**config.mk**
```make
export PLATFORM = sky130hd
export DESIGN_NAME = positional_order_book_flat
export DESIGN_NICKNAME = d
export VERILOG_FILES = /design/src/design/obook_pkg.sv /design/src/design/obook_if.sv /design/src/design/obook_check.sv /design/src/design/positional_order_book.sv /design/src/flat_wrapper.sv
export SDC_FILE = /design/constraint.sdc
export NUM_CORES = 2
export LEC_CHECK = 0
export BUFFER_PORTS_ARGS = -buffer_cell sky130_fd_sc_hd__buf_2
export CORE_MARGIN = 10
export CORE_UTILIZATION = 50
export CTS_BUF_LIST = sky130_fd_sc_hd__clkbuf_8
export CTS_CLUSTER_DIAMETER = 200
export CTS_CLUSTER_SIZE = 8
export DETAILED_ROUTE_END_ITERATION = 10
export PLACE_DENSITY_LB_ADDON = 0.15
export REMOVE_ABC_BUFFERS = 1
export SLEW_MARGIN = 20
export SYNTH_ARGS = -nofsm -noshare
export SYNTH_HDL_FRONTEND = slang
export SYNTH_SLANG_ARGS = --single-unit
```
**constraint.sdc**
```tcl
create_clock -name clk -period 19.77 [get_ports clk]
set_input_delay 0.9885 -clock clk [delete_from_list [all_inputs] [get_ports clk]]
set_output_delay 0.9885 -clock clk [all_outputs]
set_load 0.03 [all_outputs]
```
**src/design/obook_pkg.sv**
```systemverilog
`default_nettype none

package obook_pkg;

  localparam int DEPTH_DEF = 16;

  localparam int CMD_W   = 2;
  localparam int POS_W   = 7;
  localparam int IN_W    = 32;
  localparam int VAL_W   = 31;
  localparam int STAT_W  = 3;
  localparam int COUNT_W = 7;

  typedef enum logic [CMD_W-1:0] {
    CMD_INSERT = 2'd0,
    CMD_UPDATE = 2'd1,
    CMD_DELETE = 2'd2,
    CMD_DUMP   = 2'd3
  } cmd_t;

  typedef enum logic [STAT_W-1:0] {
    ST_OK     = 3'd0,
    ST_BADPOS = 3'd1,
    ST_NEG    = 3'd2,
    ST_FULL   = 3'd3,
    ST_EMPTY  = 3'd4
  } status_t;

endpackage

`default_nettype wire

```
**src/design/obook_if.sv**
```systemverilog
`default_nettype none

interface obook_in_if import obook_pkg::*; ();
  logic                    valid;
  logic                    ready;
  logic [CMD_W-1:0]        cmd;
  logic [POS_W-1:0]        position;
  logic signed [IN_W-1:0]  price;
  logic signed [IN_W-1:0]  quantity;

  modport source (output valid, cmd, position, price, quantity, input ready);
  modport sink (input valid, cmd, position, price, quantity, output ready);
endinterface

interface obook_out_if import obook_pkg::*; ();
  logic                 valid;
  logic                 ready;
  logic [STAT_W-1:0]    status;
  logic [POS_W-1:0]     entry_position;
  logic [VAL_W-1:0]     entry_price;
  logic [VAL_W-1:0]     entry_quantity;
  logic [COUNT_W-1:0]   entry_count;
  logic                 last;

  modport source (output valid, status, entry_position, entry_price, entry_quantity,
                  entry_count, last, input ready);
  modport sink (input valid, status, entry_position, entry_price, entry_quantity,
                entry_count, last, output ready);
endinterface

`default_nettype wire

```
**src/design/obook_check.sv**
```systemverilog
`default_nettype none

module obook_check import obook_pkg::*; #(
  parameter int DEPTH = DEPTH_DEF,
  localparam int CW = $clog2(DEPTH + 1)
) (
  input  cmd_t             cmd,
  input  logic [POS_W-1:0] position,
  input  logic             neg,
  input  logic [CW-1:0]    count,
  output status_t          status
);

  logic [POS_W:0] pos_x;
  logic [POS_W:0] cnt_x;
  logic           bad;
  logic           full;

  always_comb begin
    pos_x = {1'b0, position};
    cnt_x = (POS_W + 1)'(count);
    full  = (cnt_x == (POS_W + 1)'(DEPTH));
    if (cmd == CMD_INSERT) begin
      bad = (position == '0) || (pos_x > cnt_x + 1'b1);
    end else begin
      bad = (position == '0) || (pos_x > cnt_x);
    end
    if (bad) begin
      status = ST_BADPOS;
    end else if (neg) begin
      status = ST_NEG;
    end else if (cmd == CMD_INSERT && full) begin
      status = ST_FULL;
    end else begin
      status = ST_OK;
    end
  end

endmodule

`default_nettype wire

```
**src/design/positional_order_book.sv**
```systemverilog
// channel  dir  words                                   handshake
// req      in   cmd, position, price, quantity         valid / ready
// rsp      out  status, entry_position, entry_price,   valid / ready
//               entry_quantity, entry_count, last
//
// one word at a time; ready is high only while the sequencer is idle
// update, or any rejected word: the sequencer goes straight from idle to the result word
// insert at p: moves count - p + 1 levels (each read, then written), then puts the new level
// delete at p: moves count - p levels (each read, then written), then answers
// dump: each level is read from the level store, then handed out once the output is free
// synchronous reset empties the book at once; a stalled rsp holds the sequencer
`default_nettype none

module positional_order_book import obook_pkg::*; #(
  parameter int DEPTH = DEPTH_DEF
) (
  input logic          clk,
  input logic          rst,
  obook_in_if.sink     req,
  obook_out_if.source  rsp
);

  localparam int IW = $clog2(DEPTH);
  localparam int CW = $clog2(DEPTH + 1);
  localparam int MW = 2 * VAL_W;

  typedef enum logic [5:0] {
    S_IDLE     = 6'b000001,
    S_RD       = 6'b000010,
    S_WR       = 6'b000100,
    S_PUT      = 6'b001000,
    S_RESP     = 6'b010000,
    S_DUMP_RD  = 6'b100000
  } state_t;

  // dump output step uses its own read state, S_DUMP_RD, below
  state_t            state;
  logic              dump_out;
  cmd_t              op;
  logic [CW-1:0]     count;
  logic [CW-1:0]     ptr;
  logic [IW-1:0]     lo;
  logic [VAL_W-1:0]  new_price;
  logic [VAL_W-1:0]  new_qty;
  status_t           st;

  logic [MW-1:0]     mem [DEPTH];
  logic [MW-1:0]     rdata;
  logic              we;
  logic [IW-1:0]     waddr;
  logic [IW-1:0]     raddr;
  logic [MW-1:0]     wdata;

  logic              out_valid;
  status_t           out_status;
  logic [POS_W-1:0]  out_pos;
  logic [VAL_W-1:0]  out_price;
  logic [VAL_W-1:0]  out_qty;
  logic [COUNT_W-1:0] out_count;
  logic              out_last;
  logic              out_free;
  logic              out_load;

  cmd_t              in_cmd;
  status_t           chk;
  logic [POS_W-1:0]  pm1;
  logic [IW-1:0]     pidx;
  logic [CW-1:0]     ptr_up;
  logic [CW-1:0]     ptr_dn;
  logic              accept;

  assign in_cmd   = cmd_t'(req.cmd);
  assign pm1      = req.position - 1'b1;
  assign pidx     = pm1[IW-1:0];
  assign ptr_up   = ptr + 1'b1;
  assign ptr_dn   = ptr - 1'b1;
  assign req.ready = (state == S_IDLE);
  assign accept   = req.valid && req.ready;
  assign out_free = !out_valid || rsp.ready;
  assign out_load = out_free && ((state == S_RESP) || (state == S_DUMP_RD && dump_out));

  obook_check #(.DEPTH(DEPTH)) u_check (
    .cmd      (in_cmd),
    .position (req.position),
    .neg      (req.price[IN_W-1] | req.quantity[IN_W-1]),
    .count    (count),
    .status   (chk)
  );

  always_comb begin
    we    = 1'b0;
    waddr = ptr[IW-1:0];
    wdata = rdata;
    raddr = ptr[IW-1:0];
    unique case (state)
      S_IDLE: begin
        waddr = pidx;
        wdata = {req.price[VAL_W-1:0], req.quantity[VAL_W-1:0]};
        we    = accept && (in_cmd == CMD_UPDATE) && (chk == ST_OK);
      end
      S_RD: begin
        raddr = (op == CMD_INSERT) ? ptr_dn[IW-1:0] : ptr_up[IW-1:0];
      end
      S_WR: begin
        we = 1'b1;
      end
      S_PUT: begin
        we    = 1'b1;
        waddr = lo;
        wdata = {new_price, new_qty};
      end
      S_RESP, S_DUMP_RD: begin
        raddr = ptr[IW-1:0];
      end
      default: begin
        raddr = ptr[IW-1:0];
      end
    endcase
  end

  always_ff @(posedge clk) begin
    if (we) begin
      mem[waddr] <= wdata;
    end
    rdata <= mem[raddr];
  end

  always_ff @(posedge clk) begin
    if (rst) begin
      out_valid <= 1'b0;
    end else if (out_load) begin
      out_valid <= 1'b1;
    end else if (rsp.ready) begin
      out_valid <= 1'b0;
    end
  end

  always_ff @(posedge clk) begin
    if (rst) begin
      state     <= S_IDLE;
      dump_out  <= 1'b0;
      count     <= '0;
    end else begin
      unique case (state)
        S_IDLE: begin
          if (accept) begin
            op <= in_cmd;
            if (in_cmd == CMD_DUMP) begin
              ptr <= '0;
              if (count == '0) begin
                st    <= ST_EMPTY;
                state <= S_RESP;
              end else begin
                dump_out <= 1'b0;
                state    <= S_DUMP_RD;
              end
            end else begin
              st <= chk;
              if (chk != ST_OK) begin
                state <= S_RESP;
              end else begin
                unique case (in_cmd)
                  CMD_INSERT: begin
                    new_price <= req.price[VAL_W-1:0];
                    new_qty   <= req.quantity[VAL_W-1:0];
                    lo        <= pidx;
                    ptr       <= count;
                    state     <= (count == CW'(pidx)) ? S_PUT : S_RD;
                  end
                  CMD_DELETE: begin
                    ptr <= CW'(pidx);
                    if (CW'(pidx) + 1'b1 == count) begin
                      count <= count - 1'b1;
                      state <= S_RESP;
                    end else begin
                      state <= S_RD;
                    end
                  end
                  default: begin
                    state <= S_RESP;
                  end
                endcase
              end
            end
          end
        end
        S_RD: begin
          state <= S_WR;
        end
        S_WR: begin
          if (op == CMD_INSERT) begin
            ptr   <= ptr_dn;
            state <= (ptr_dn == CW'(lo)) ? S_PUT : S_RD;
          end else begin
            ptr <= ptr_up;
            if (ptr_up + 1'b1 == count) begin
              count <= count - 1'b1;
              state <= S_RESP;
            end else begin
              state <= S_RD;
            end
          end
        end
        S_PUT: begin
          count <= count + 1'b1;
          state <= S_RESP;
        end
        S_RESP: begin
          if (out_free) begin
            out_status <= st;
            out_pos    <= '0;
            out_price  <= '0;
            out_qty    <= '0;
            out_count  <= COUNT_W'(count);
            out_last   <= 1'b1;
            state      <= S_IDLE;
          end
        end
        S_DUMP_RD: begin
          // with dump_out low the read is issued; with it high the level is handed out once the output is free
          if (!dump_out) begin
            dump_out <= 1'b1;
          end else if (out_free) begin
            out_status <= ST_OK;
            out_pos    <= POS_W'(ptr_up);
            out_price  <= rdata[MW-1:VAL_W];
            out_qty    <= rdata[VAL_W-1:0];
            out_count  <= COUNT_W'(count);
            out_last   <= (ptr_up == count);
            dump_out   <= 1'b0;
            if (ptr_up == count) begin
              state <= S_IDLE;
            end else begin
              ptr <= ptr_up;
            end
          end
        end
        default: begin
          state <= S_IDLE;
        end
      endcase
    end
  end

  assign rsp.valid          = out_valid;
  assign rsp.status         = out_status;
  assign rsp.entry_position = out_pos;
  assign rsp.entry_price    = out_price;
  assign rsp.entry_quantity = out_qty;
  assign rsp.entry_count    = out_count;
  assign rsp.last           = out_last;

endmodule

`default_nettype wire

```
**src/flat_wrapper.sv**
```systemverilog
// flat-port wrapper written by rule: the top's interface ports become plain ports
module positional_order_book_flat import obook_pkg::*;
#(
  parameter int DEPTH = DEPTH_DEF
)
  (clk, rst, req_valid, req_cmd, req_position, req_price, req_quantity, req_ready, rsp_valid, rsp_status, rsp_entry_position, rsp_entry_price, rsp_entry_quantity, rsp_entry_count, rsp_last, rsp_ready);
  obook_in_if req_i ();
  obook_out_if rsp_i ();
  input logic clk;
  input logic rst;
  input wire logic [$bits(req_i.valid)-1:0] req_valid;
  input wire logic [$bits(req_i.cmd)-1:0] req_cmd;
  input wire logic [$bits(req_i.position)-1:0] req_position;
  input wire logic [$bits(req_i.price)-1:0] req_price;
  input wire logic [$bits(req_i.quantity)-1:0] req_quantity;
  output wire logic [$bits(req_i.ready)-1:0] req_ready;
  output wire logic [$bits(rsp_i.valid)-1:0] rsp_valid;
  output wire logic [$bits(rsp_i.status)-1:0] rsp_status;
  output wire logic [$bits(rsp_i.entry_position)-1:0] rsp_entry_position;
  output wire logic [$bits(rsp_i.entry_price)-1:0] rsp_entry_price;
  output wire logic [$bits(rsp_i.entry_quantity)-1:0] rsp_entry_quantity;
  output wire logic [$bits(rsp_i.entry_count)-1:0] rsp_entry_count;
  output wire logic [$bits(rsp_i.last)-1:0] rsp_last;
  input wire logic [$bits(rsp_i.ready)-1:0] rsp_ready;
  assign req_i.valid = req_valid;
  assign req_i.cmd = req_cmd;
  assign req_i.position = req_position;
  assign req_i.price = req_price;
  assign req_i.quantity = req_quantity;
  assign req_ready = req_i.ready;
  assign rsp_valid = rsp_i.valid;
  assign rsp_status = rsp_i.status;
  assign rsp_entry_position = rsp_i.entry_position;
  assign rsp_entry_price = rsp_i.entry_price;
  assign rsp_entry_quantity = rsp_i.entry_quantity;
  assign rsp_entry_count = rsp_i.entry_count;
  assign rsp_last = rsp_i.last;
  assign rsp_i.ready = rsp_ready;
  positional_order_book #(.DEPTH(DEPTH)) u_core (.clk(clk), .rst(rst), .req(req_i), .rsp(rsp_i));
endmodule
```
==> qor.txt <==
I/O Pins = 159
max-slew violation count = 0
Clock Root Buffer = clkbuf_8
CTS H-tree depth = 4
clk sinks = 1219
GP Congestion = 0.885
skew final = 0.0490 ns
Initial Util = 0.503
number of port buffers = 154
Setup TNS = 0 ns
Crit Path Max Fanout = 44
vias per cell = 6.14
largest net degree at the start of global routing = 177
Setup WS pre-CTS = 13.66 ns
Post-CTS Setup Bufs = 0
drt total wl = 132000 µm
min Tclk post-route = 6.01 ns
Post-DRT Antenna Nets = 0
vias in the first global route = 32800
ranking of synthesized cells by area = edfxtp_1 66%, mux4_2 7.5%, nand2_1 4.7%
first-pass GRT wire length = 200000 µm
Vias = 32000
Worst-Skew Late Latency = 0.87 ns
Remaining Overflow, GRT = 0
Area growth syn-to-layout = 9.77%
Synth area leader = edfxtp_1
Synth Cell Area = 0.0522 mm²
placed cells = 4899
initial antenna violation count = 2
wire per inst = 25.3 µm
worst setup margin = 13.76 ns
Yosys top cell area share = 0.658
Die Ht = 343 µm
Synth cell types = 71
RSZ-0062 raised after global routing = false
final setup violation count = 0
CTS buffer count = 170
Max VDD drop = 0.0770 mV
Clock transition at path regs = 0.07 ns
critical path required time = 20.21 ns
Post-DP HPWL = 73200 µm
Worst Setup Start Kind = flip-flop
row count = 118
Core ar. = 0.104 mm²
Syn Area/Cell = 14.6 µm²
Post-synth ARST share = 0
Pleak = 19.8 nW
GRT Total Usage = 0.222
hold_buf cts = 0
f_max = 166 MHz
status = finished, final reports clean
Yosys reg bits = 1219
Die Wd = 343 µm
Layout Utilization = 0.553
First DRT Iteration DRCs = 2728
total power = 0.00613 W
detailed-route DRC error count = 0
CP arrival = 6.46 ns
HP Class = primary input to flip-flop
CTS tree = done
worst-margin pin slew = 1.13 ns
Hold Fails Final Rpt = 0
area of the die = 0.118 mm²
Non-Filler Instances = 5203
critical path capture point type = flip-flop
NumNets Final = 3791
Synth warnings = 0
type of the worst setup path = flip-flop to flip-flop
# Max-Cap Violations = 0
quantity of gates resized following cts = 0
register area share after synthesis = 0.687
Initial DRT Pass Iterations = 5
Post-synth EDFFs = 1144
fin crit share = 0.304
clock buffer depth = 3
synthesized instance count = 3567
predominant post-synthesis flop cell = edfxtp_1
Slew headroom = 0.247
P per Cell Area = 107 mW/mm²
fraction of layout cells with a size suffix above 1 = 0.162
[placed cells by master, fill, tap and decap left out, types with 53 or more instances in the layout]
cell / count
nand3_1: 115
mux4_2: 174
nand2_1: 647
nor3_1: 67
a221oi_1: 97
dfxtp_1: 75
and2_1: 67
o21ai_0: 61
edfxtp_1: 1144
a21oi_1: 126
buf_2: 154
a22oi_1: 65
o22ai_1: 53
clkbuf_8: 171
inv_1: 135
mux2i_1: 148
[worst max-delay path, cell delays in order, from the launching register on]
cell and delay [ns]:
dfxtp_1 0.60, inv_1 0.24, nor3_1 0.21, nand3_1 0.13
ha_1 0.38, a211oi_1 0.28, nand2_1 0.10, o221ai_1 0.20
nand3b_1 0.33, o311ai_1 1.02, nand3b_1 0.54, nor2_4 0.68
buf_4 0.82
[per-layer routing]
layer / share of wire / up-vias / track usage
li1: - / 14100 / -
met1: 0.41 / 16500 / 0.289
met2: 0.50 / 1133 / 0.377
met3: 0.056 / 259 / 0.0350
met4: 0.027 / 0 / 0.0765
met5: 0 / - / 0
[final timing paths]
path / slack [ns] / startpoint / depth (start not counted) / to
setup / recovery: 13.76 / u_core.count[0]$_SDFFE_PP0P_ / 12 / u_core.mem[7][54]$_DFFE_PP_
hold / removal: 0.30 / req_price[16] / 1 / u_core.new_price[16]$_DFFE_PP_
setup reg to reg: 13.76 / u_core.count[0]$_SDFFE_PP0P_ / 12 / u_core.mem[7][54]$_DFFE_PP_
hold reg to reg: 0.51 / u_core.dump_out$_SDFFE_PP0P_ / 2 / u_core.dump_out$_SDFFE_PP0P_
[per-stage QoR]
step	hold WS (ns)	area [µm²]
after floorplan	0.456	51100
after CTS	0.224	57200
after global routing	0.250	57300
after detailed placement	0.496	54300
final	0.302	57300
after global placement	0.474	54300
[cell usage after synthesis (53+ instances only)]
| library cell | number |
|---|---|
| edfxtp_1 | 1144 |
| nand2_1 | 649 |
| mux4_2 | 174 |
| mux2i_1 | 148 |
| clkbuf_1 | 146 |
| a21oi_1 | 126 |
| nand3_1 | 115 |
| a221oi_1 | 97 |
| buf_2 | 78 |
| dfxtp_1 | 75 |
| and2_1 | 68 |
| nor3_1 | 68 |
| a22oi_1 | 65 |
| o21ai_0 | 61 |
| o22ai_1 | 53 |
[sequential cells by signal (all words and copies together) (netlist names)]
register / count
u_core.mem: 992
u_core.rdata: 62
u_core.new_price: 31
u_core.new_qty: 31
u_core.rsp.entry_price: 31
u_core.rsp.entry_quantity: 31
u_core.state: 6
u_core.count: 5
u_core.ptr: 5
u_core.rsp.entry_count: 5
u_core.rsp.entry_position: 5
u_core.lo: 4
u_core.rsp.status: 3
u_core.st: 3
u_core.op: 2
u_core.dump_out: 1
u_core.rsp.last: 1
u_core.rsp.valid: 1
[where the power goes]
group	internal (W)	switching, W
clock	0.000809	0.000954
sequential	0.00325	0.0000409
combinational	0.000245	0.000826
total	0.00431	0.00182
[cells by family after synthesis]
kind of cell               after synthesis  synth area share
xor gates and xnor gates                40           0.00686
DFF                                   1219             0.687
other                                    1         0.0000719
muxes                                  329             0.105
buffers and inverters                  278            0.0229
adders and majority gates               22           0.00542
and+or+nand+nor                       1063            0.0918
AOI/OAI and AO/OA                      615            0.0807
[layout make-up]
type	instances	area (µm²)
Inverter	20	76.3
Clock inverter	131	607
Antenna cell	1	2.50
Fill cell	8290	46400
Multi-Input combinational cell	2073	15400
Sequential cell	1219	35900
Clock buffer	171	2350
Timing Repair Buffer	208	1250
Tap cell	1380	1730
Power figures use the tool's default switching activity.
